**src/hdl/clnrs_pkg.sv**
```systemverilog
`default_nettype none

package clnrs_pkg;

   localparam int COLUMNS_DEFAULT = 16;
   localparam int ROWS_DEFAULT    = 2;

   localparam logic CMD_WRITE = 1'b0;
   localparam logic CMD_FETCH = 1'b1;

   localparam logic [7:0] SET_ADDR_CMD = 8'h80;
   localparam logic [7:0] BIT_BL       = 8'h08;
   localparam logic [7:0] BIT_EN       = 8'h04;
   localparam logic [7:0] BIT_RS       = 8'h01;
   localparam logic [7:0] HIGH_NIBBLE  = 8'hF0;
   localparam logic [7:0] SPACE_CHAR   = 8'h20;
   localparam int         ROW_SHIFT    = 6;

   localparam logic [2:0] PHASE_FIRST   = 3'd0;
   localparam logic [2:0] PHASE_EN_HIGH = 3'd1;
   localparam logic [2:0] PHASE_LOW     = 3'd3;
   localparam logic [2:0] PHASE_EN_LOW  = 3'd4;
   localparam logic [2:0] PHASE_LAST    = 3'd5;

   typedef struct packed {
      logic       command;
      logic       row;
      logic [3:0] column;
      logic [7:0] character;
   } req_type;

   typedef struct packed {
      logic [7:0] expander_byte;
      logic       frame_end;
      logic [7:0] frame_count;
   } rsp_type;

   typedef struct packed {
      logic       is_cmd;
      logic       row;
      logic       is_low;
      logic       is_en;
      logic       last;
      logic       written;
      logic [7:0] count;
   } stage_type;

endpackage

`default_nettype wire

```
**src/hdl/clnrs_ram.sv**
```systemverilog
`default_nettype none

module clnrs_ram #(
   parameter int WIDTH = 8,
   parameter int DEPTH = 32
) (
   input  wire                      clock,
   input  wire                      wr_en,
   input  wire  [$clog2(DEPTH)-1:0] wr_addr,
   input  wire  [WIDTH-1:0]         wr_data,
   input  wire                      rd_en,
   input  wire  [$clog2(DEPTH)-1:0] rd_addr,
   output logic [WIDTH-1:0]         rd_data
);

   logic [WIDTH-1:0] mem_ff [DEPTH];

   always_ff @(posedge clock) begin
      if (wr_en) begin
         mem_ff[wr_addr] <= wr_data;
      end
      if (rd_en) begin
         rd_data <= mem_ff[rd_addr];
      end
   end

endmodule

`default_nettype wire

```
**src/hdl/char_lcd_nibble_refresh_serializer_unit.sv**
```systemverilog
`default_nettype none

// Channel   Direction  Handshake            Payload
// req_      in         req_valid/req_stall  clnrs_pkg::req_type
// rsp_      out        rsp_valid/rsp_stall  clnrs_pkg::rsp_type
// csr_      in         csr_wr_en            backlight_on (1 bit)
//
// A fetch beat reaches rsp through the text store read and then the result register.
// One beat is accepted every cycle while rsp is not stalled.
// A write beat gives no result and updates the store in the cycle after it is accepted.
// Synchronous reset clears the position counters, the frame count, the backlight
// and the written flags, so every character reads as a space until written.
// A stall on rsp holds the result register and stalls req once the read stage is full.

module char_lcd_nibble_refresh_serializer_unit #(
   parameter int COLUMNS = clnrs_pkg::COLUMNS_DEFAULT,
   parameter int ROWS    = clnrs_pkg::ROWS_DEFAULT
) (
   input  wire                 clock,
   input  wire                 reset,
   input  wire                 req_valid,
   output logic                req_stall,
   input  wire  clnrs_pkg::req_type req_payload,
   output logic                rsp_valid,
   input  wire                 rsp_stall,
   output clnrs_pkg::rsp_type  rsp_payload,
   input  wire                 csr_wr_en,
   input  wire                 csr_wr_data
);

   localparam int DEPTH  = ROWS * COLUMNS;
   localparam int ADDR_W = $clog2(DEPTH);
   localparam int POS_W  = $clog2(COLUMNS + 1);

   logic                 backlight_ff;
   logic                 row_ff, row_in;
   logic [POS_W-1:0]     pos_ff, pos_in;
   logic [2:0]           phase_ff, phase_in;
   logic [7:0]           frames_ff, frames_in;
   logic [DEPTH-1:0]     written_ff;
   logic                 s1_valid_ff;
   clnrs_pkg::stage_type s1_ff, s1_in;
   logic                 rsp_valid_ff;
   clnrs_pkg::rsp_type   rsp_payload_ff, rsp_payload_in;

   logic              s1_advance, s1_load, accept, fetch, store;
   logic              frame_first;
   logic [ADDR_W-1:0] wr_addr, rd_addr;
   logic [7:0]        ram_data, char_val, nibble_val;

   assign s1_advance = !rsp_valid_ff || !rsp_stall;
   assign s1_load    = !s1_valid_ff || s1_advance;
   assign req_stall  = !s1_load;
   assign accept     = req_valid && s1_load;
   assign fetch      = accept && (req_payload.command == clnrs_pkg::CMD_FETCH);
   assign store      = accept && (req_payload.command == clnrs_pkg::CMD_WRITE)
                       && (int'(req_payload.row) < ROWS)
                       && (int'(req_payload.column) < COLUMNS);

   assign wr_addr = ADDR_W'(req_payload.row) * ADDR_W'(COLUMNS)
                    + ADDR_W'(req_payload.column);
   assign rd_addr = ADDR_W'(row_ff) * ADDR_W'(COLUMNS) + ADDR_W'(pos_ff - POS_W'(1));

   clnrs_ram #(
      .WIDTH(8),
      .DEPTH(DEPTH)
   ) u_text_store (
      .clock  (clock),
      .wr_en  (store),
      .wr_addr(wr_addr),
      .wr_data(req_payload.character),
      .rd_en  (fetch),
      .rd_addr(rd_addr),
      .rd_data(ram_data)
   );

   assign frame_first = (row_ff == 1'b0) && (pos_ff == '0)
                        && (phase_ff == clnrs_pkg::PHASE_FIRST);

   always_comb begin
      row_in    = row_ff;
      pos_in    = pos_ff;
      phase_in  = phase_ff;
      frames_in = frames_ff;
      if (fetch) begin
         if (frame_first) begin
            frames_in = frames_ff + 8'd1;
         end
         if (phase_ff == clnrs_pkg::PHASE_LAST) begin
            phase_in = clnrs_pkg::PHASE_FIRST;
            if (pos_ff == POS_W'(COLUMNS)) begin
               pos_in = '0;
               row_in = (row_ff == 1'(ROWS - 1)) ? 1'b0 : 1'b1;
            end else begin
               pos_in = pos_ff + POS_W'(1);
            end
         end else begin
            phase_in = phase_ff + 3'd1;
         end
      end
   end

   always_comb begin
      s1_in.is_cmd  = (pos_ff == '0);
      s1_in.row     = row_ff;
      s1_in.is_low  = (phase_ff >= clnrs_pkg::PHASE_LOW);
      s1_in.is_en   = (phase_ff == clnrs_pkg::PHASE_EN_HIGH)
                      || (phase_ff == clnrs_pkg::PHASE_EN_LOW);
      s1_in.last    = (row_ff == 1'(ROWS - 1)) && (pos_ff == POS_W'(COLUMNS))
                      && (phase_ff == clnrs_pkg::PHASE_LAST);
      s1_in.written = written_ff[rd_addr];
      s1_in.count   = frames_in;
   end

   always_comb begin
      if (s1_ff.is_cmd) begin
         char_val = clnrs_pkg::SET_ADDR_CMD | (8'(s1_ff.row) << clnrs_pkg::ROW_SHIFT);
      end else if (s1_ff.written) begin
         char_val = ram_data;
      end else begin
         char_val = clnrs_pkg::SPACE_CHAR;
      end
      nibble_val = s1_ff.is_low ? {char_val[3:0], 4'h0} : (char_val & clnrs_pkg::HIGH_NIBBLE);
      rsp_payload_in.expander_byte = nibble_val
         | (s1_ff.is_cmd ? 8'h00 : clnrs_pkg::BIT_RS)
         | (backlight_ff ? clnrs_pkg::BIT_BL : 8'h00)
         | (s1_ff.is_en ? clnrs_pkg::BIT_EN : 8'h00);
      rsp_payload_in.frame_end   = s1_ff.last;
      rsp_payload_in.frame_count = s1_ff.count;
   end

   always_ff @(posedge clock) begin
      if (reset) begin
         backlight_ff <= 1'b0;
         row_ff       <= 1'b0;
         pos_ff       <= '0;
         phase_ff     <= clnrs_pkg::PHASE_FIRST;
         frames_ff    <= 8'd0;
         written_ff   <= '0;
         s1_valid_ff  <= 1'b0;
         rsp_valid_ff <= 1'b0;
      end else begin
         if (csr_wr_en) begin
            backlight_ff <= csr_wr_data;
         end
         row_ff    <= row_in;
         pos_ff    <= pos_in;
         phase_ff  <= phase_in;
         frames_ff <= frames_in;
         if (store) begin
            written_ff[wr_addr] <= 1'b1;
         end
         if (s1_load) begin
            s1_valid_ff <= fetch;
         end
         if (s1_advance) begin
            rsp_valid_ff <= s1_valid_ff;
         end
      end
   end

   always_ff @(posedge clock) begin
      if (fetch) begin
         s1_ff <= s1_in;
      end
      if (s1_advance && s1_valid_ff) begin
         rsp_payload_ff <= rsp_payload_in;
      end
   end

   assign rsp_valid   = rsp_valid_ff;
   assign rsp_payload = rsp_payload_ff;

`ifndef SYNTHESIS
   a_stall_only_when_full: assert property (@(posedge clock) disable iff (reset)
      req_stall |-> (s1_valid_ff && rsp_valid_ff))
      else $error("req stalled while the pipeline has room");

   a_phase_range: assert property (@(posedge clock) disable iff (reset)
      phase_ff <= clnrs_pkg::PHASE_LAST)
      else $error("byte phase out of range");

   a_phase_step: assert property (@(posedge clock) disable iff (reset)
      (fetch && (phase_ff != clnrs_pkg::PHASE_LAST)) |=> (phase_ff == $past(phase_ff) + 3'd1))
      else $error("byte phase did not advance on a fetch");

   a_frame_end_byte: assert property (@(posedge clock) disable iff (reset)
      (rsp_valid_ff && rsp_payload_ff.frame_end)
      |-> ((rsp_payload_ff.expander_byte & clnrs_pkg::BIT_EN) == 8'h00
           && (rsp_payload_ff.expander_byte & clnrs_pkg::BIT_RS) != 8'h00))
      else $error("last byte of a frame has a wrong strobe or select bit");
`endif

endmodule

`default_nettype wire

```
**config.mk**
```make
export PLATFORM = sky130hd
export DESIGN_NAME = char_lcd_nibble_refresh_serializer_unit
export DESIGN_NICKNAME = d
export VERILOG_FILES = /design/src/hdl/clnrs_pkg.sv /design/src/hdl/clnrs_ram.sv /design/src/hdl/char_lcd_nibble_refresh_serializer_unit.sv
export SDC_FILE = /design/constraint.sdc
export NUM_CORES = 1
export LEC_CHECK = 0
export ABC_AREA = 1
export ABC_CLOCK_PERIOD_IN_PS = 2800
export BUFFER_PORTS_ARGS = -buffer_cell sky130_fd_sc_hd__clkbuf_2
export CAP_MARGIN = 20
export CORE_MARGIN = 2
export CORE_UTILIZATION = 35
export CTS_CLUSTER_DIAMETER = 120
export DETAILED_ROUTE_END_ITERATION = 8
export HOLD_SLACK_MARGIN = 0.06
export SLEW_MARGIN = 20
export SYNTH_ARGS = -nofsm -noshare
export SYNTH_HDL_FRONTEND = slang
export SYNTH_SLANG_ARGS = --single-unit
```
**constraint.sdc**
```tcl
create_clock -name clock -period 2.8 [get_ports clock]
set_input_delay 0.42 -clock clock [delete_from_list [all_inputs] [get_ports clock]]
set_output_delay 0.42 -clock clock [all_outputs]
set_load 0.05 [all_outputs]
```
### Word level (Yosys, flattened, before mapping)

Memories as Yosys holds them, arrays and structs flattened. A register that Yosys moved wholly into a read port is not among the register bits.
Cells that the tools add are included.

* bitwise operators: 6
* order comparisons: 4
* reductions and logical operators: 20
* multiplexer cells: 17
* equality and inequality tests: 4
* $add $sub $neg: 6

Operators with widths (count)
* two-way mux 8 bit: 5
* bitwise OR 32 bit: 1
* less-than comparator 5 x 6 -> 1 bit (second input constant): 2
* logical AND 1 bit: 9
* adder 8 x 1 -> 8 bit (second input constant): 1
* bitwise OR 8 x 1 -> 8 bit: 1
* bitwise OR 8 x 3 -> 8 bit: 1
* bitwise OR 8 x 4 -> 8 bit: 1
* == test 3 bit (second input constant): 2
* two-way mux 1 bit: 6
* two-way mux 3 bit: 2
* adder 5 x 1 -> 5 bit (second input constant): 1
* adder 5 x 4 -> 5 bit: 1
* adder 5 bit: 1
* binary-select mux 1 bit (select 5 bit): 1
* demux 1 bit (select 5 bit): 1
* == test 5 bit (second input constant): 1
* greater-or-equal comparator 5 x 1 -> 1 bit (second input constant): 1
* zero test 5 bit: 1
* two-way mux 5 bit: 1
* subtractor 5 x 1 -> 5 bit (second input constant): 1
* zero test 1 bit: 4
* two-way mux 4 bit: 1
* adder 3 x 1 -> 3 bit (second input constant): 1
* other kinds (7): 10

* word-level logic and storage cells: 76
* memory bits (writable): 256
* output and inout bits: 19
* bits in registers: 83
* memories kept: 1

Memory list
* u_text_store.mem_ff: words 32, bits a word 8, read ports 1, clocked after memory_dff 1, write ports 1, RTL line clnrs_ram.sv:16 `logic [WIDTH-1:0] mem_ff [DEPTH];`

### Logic depth before layout (Yosys ltp)

* word-level depth: 7
* gate-level depth with buffers: 13

### Cells and area by module

From an unflattened synthesis, not the netlist that was laid out.

* cell total of the unflattened synthesis: 1376
* area total of the unflattened synthesis: 14635.3 µm²

Modules (own cells, without submodules)
* clnrs_ram: instances 1, cells an instance 922, area an instance 10866.7 µm²
* char_lcd_nibble_refresh_serializer_unit: instances 1, cells an instance 454, area an instance 3768.6 µm²

### Worst setup path before layout

Ideal clock, no wire load.

* kind: flip-flop to flip-flop
* start point: register pos_ff[1]
* end point: register u_text_store.rd_data[0] (read register of u_text_store.mem_ff) (data pin)
* data arrival time: 1.961 ns
* buffers on the path: 2
* cell stages (with the launch flop): 13
* path slack: 0.587 ns
* required time: 2.548 ns
* library setup time: 0.252 ns
* cell sequence: dfxtp_1 -> inv_1 -> ha_1 -> inv_1 -> fa_1 -> buf_2 -> inv_2 -> clkbuf_1 -> nand3_1 -> nand3_1 -> nand2_1 -> nand2_1 -> nand2_1

* longest elaborated chain between the ends: 2

Ends and longest elaborated chain
* start: declaration: RTL line char_lcd_nibble_refresh_serializer_unit.sv:37 `logic [POS_W-1:0] pos_ff, pos_in;`
* start signal: assignment: RTL line char_lcd_nibble_refresh_serializer_unit.sv:147 `pos_ff <= pos_in;`
* subtractor 5 x 1 -> 5 bit: RTL line char_lcd_nibble_refresh_serializer_unit.sv:62 `assign rd_addr = ADDR_W'(row_ff) * ADDR_W'(COLUMNS) + ADDR_W'(pos_ff - POS_W'(1));`
* adder 5 bit: RTL line char_lcd_nibble_refresh_serializer_unit.sv:62
* end: declaration: RTL line clnrs_ram.sv:13 `output logic [WIDTH-1:0] rd_data`

No other way between the ends.
A chain may end at the register's enable or synchronous reset.

### Final worst setup path

* start point: register pos_ff[1]
* end point: register u_text_store.rd_data[6] (read register of u_text_store.mem_ff) (data pin)

The elaborated chain is that of the path after synthesis.

==> flow_summary.toml <==
[floorplanning]
start_util_pct = 35.6
fp.dieArea_sq_mm = 0.0445
row_count = 75
ios = 39
die_y_microns = 211
die_w_microns = 211
core_sq_mm = 0.0421

[cts]
cts_root_buffer = "clkbuf_16"
postCtsSetupBuffers = 0
cts_buffers = 38
cts_buffer_depth = 3
htreeDepth = 2
cts_sinks = 346
clk_pin_slew_ns = 0.06
cts_hold_buf = 0
clock_latency_ns = 0.53
cts_tree = "done"

[global_route]
antenna_found_initial = 0
grt_pass1_wl_microns = 58300
grt_max_degree = 146
first_global_vias = 9936
grt.overflow.total = 0
track_usage_pct = 17.2

[critical_path]
rr_worst_depth = 10
cp_num_cells = 10
cp.arrival_ns = 2.70
r2r_start = "pos_ff[1]"
cpMaxStageDelayCell = "fa_1"
worst-path-buf-inv = 3
crit_family = "adder cells"
endpoint_kind = "flop"
critPathMaxFanout = 11
timing.critical_path.mode_cell = "nand2_1"
crit_chain = "inv_1 -> ha_1 -> inv_1 -> fa_1 -> buf_4 -> nand3_1 -> nand3_1 -> nand2_1 -> nand2_1 -> nand2_1"
critPathKind = "flop to flop"
critPathLaunch = "pos_ff[1]"
cp.required_ns = 3.08
max_stage_delay_ns = 0.67
critPathLaunchType = "flop"

[logic_synthesis]
avgSynthCellArea_sq_um = 9.78
synth-edff-count = 294
syn_area_sq_mm = 0.0150
synthDistinctLibCells = 38
seq_area_frac_synth_pct = 65.8
synth_cells = 1533
async_reset_ff_share_pct = 0
synthFlopType = "edfxtp_1"
synth_top_cell_by_area = "edfxtp_1"
ys_ff_latch = 346
synth_most_common_cell = "nand2_1"
synth-warning-count = 0
yosysTopAreaCellShare_pct = 58.9
postSynthNetCount = 1564
ys_top_cells_by_count = "487 x nand2_1, 294 x edfxtp_1, 220 x inv_1"
ys_top_cells_by_area = "edfxtp_1 59%, nand2_1 12%, nand3_1 7.1%, dfxtp_1 6.9%, inv_1 5.5%"

[job]
cap_violations = 0

[timing]
finalSetupViolCount = 0
fmaxAchievable_mhz = 414
fin_worst_skew_ns = 0.0206
slew_headroom_pct = 39.7
period_needed_ns = 2.42
fin_crit_sh_pct = 86.3
hold_violations = 0
rsz0062_at_grt = "false"
tightest_slew_ns = 0.904
final-max-slew-violation-count = 0
fin_tns_setup_ns = 0

[outcome]
outcome = "finished clean"

[finish]
area_delta_synth_final_pct = 13.8
n_antenna_cell = 0
nNetsFinal = 1623
drive_gt1_share_pct = 10.1

[pwr]
power_uw = 10800
power_leakage_uw = 0.00716
peakVddDrop_uv = 350
power_density_mw_per_mm2 = 634

[min_path]
hold_path.class = "primary input to flop"
min_path_cells = 2
min_from = "csr_wr_en"

[place]
gp_congestion = 0.934
numPortBuffers = 37
dpl.hpwl_microns = 23200

[route]
wl_met2_microns = 17300
wl_microns = 37600
via_count = 10377
wirelength_met1_microns = 17000
drc = 0
drtAntennaViolNets = 0
maxUsedRoutingLayer = "met4"
routed-wl-met3_microns = 2350
drt_iter0_drc = 1148
viasPerCell = 4.80
wl_per_cell_microns = 17.4
drt_pass1_iterations = 5
==> placed cells by master (no fill, tap or decap), types with 2 or more instances in the layout <==
master	instances
inv_6	2
inv_2	10
nand2_2	2
nor2_1	120
buf_12	2
ha_1	9
clkbuf_8	6
nand3_2	2
nand3_1	212
nand2_1	487
clkbuf_1	8
nand4_1	2
a21oi_1	17
clkinv_1	5
o21ai_0	11
nor3_1	10
clkinvlp_4	2
dfxtp_1	51
edfxtp_1	294
inv_4	3
nand3b_1	2
clkbuf_16	39
clkinv_2	6
buf_4	42
clkbuf_2	37
nor2_4	2
inv_1	219
==> state kept, by name, summed over array words and instances (netlist names), 3 cells and up <==
signal	flops
frames_ff	8
phase_ff	3
pos_ff	5
rsp_payload	16
rsp_payload_in	9
s1_ff	5
u_text_store.mem_ff	256
u_text_store.rd_data	8
written_ff	32
==> cell type report <==
class	instances	area, sq um
flip-flops and latches	346	9870
repair buffers	81	541
fillers	4060	25100
inverters	233	887
clock inverters	16	111
multi-input cells	892	3890
well taps	539	674
clock buffers	53	1090
==> per-stage QoR <==
step	util [%]	setup WS, ns	cell area (sq um)	cells	hold slack (ns)
after floorplan	-	0.587	15000	1533	0.400
after global placement	37.6	0.394	15900	2091	0.401
after detailed placement	37.6	0.279	15900	2091	0.405
after CTS	40.5	0.266	17100	2160	0.0764
after global routing	40.5	0.214	17100	2160	0.0998
final	40.5	0.382	17100	2160	0.101
==> routing by layer <==
| metal | global-route usage (%) | vias to the layer above |
|---|---|---|
| met5 | 0 | - |
| met4 | 5.39 | 0 |
| met3 | 2.87 | 62 |
| met2 | 27.5 | 318 |
| met1 | 24.1 | 4949 |
| li1 | - | 5048 |
==> cells by family (layout without fill, tap and decap cells) <==
| family | count (synthesis) | after routing | share of synthesized area, % |
|---|---|---|---|
| other cells | 1 | 1 | 0.0250 |
| compound gates | 34 | 34 | 1.23 |
| fa+ha+maj | 11 | 11 | 0.968 |
| buf+inv | 295 | 383 | 8.25 |
| flops | 346 | 346 | 65.8 |
| simple gates | 845 | 845 | 23.5 |
| xor+xnor | 1 | 1 | 0.184 |
==> power by group <==
| part | switching [uW] | total, uW | internal, uW | leakage [uW] |
|---|---|---|---|---|
| combinational | 292 | 373 | 80.6 | 0.00349 |
| clock | 1980 | 4790 | 2810 | 0.000588 |
| sequential | 22.0 | 5670 | 5650 | 0.00308 |
==> worst paths after layout <==
check / to / slack (ns)
max: u_text_store.rd_data[6] / 0.38
min: backlight_ff / 0.10
max reg2reg: u_text_store.rd_data[6] / 0.38
min reg2reg: rsp_payload[8] / 0.42
==> repair_timing <==
action,4_1_cts,5_1_grt
endpoints found under the setup margin,0,1
resized for setup,0,2
hold endpoints to repair,0,0
(Power assumes the default switching activity.)
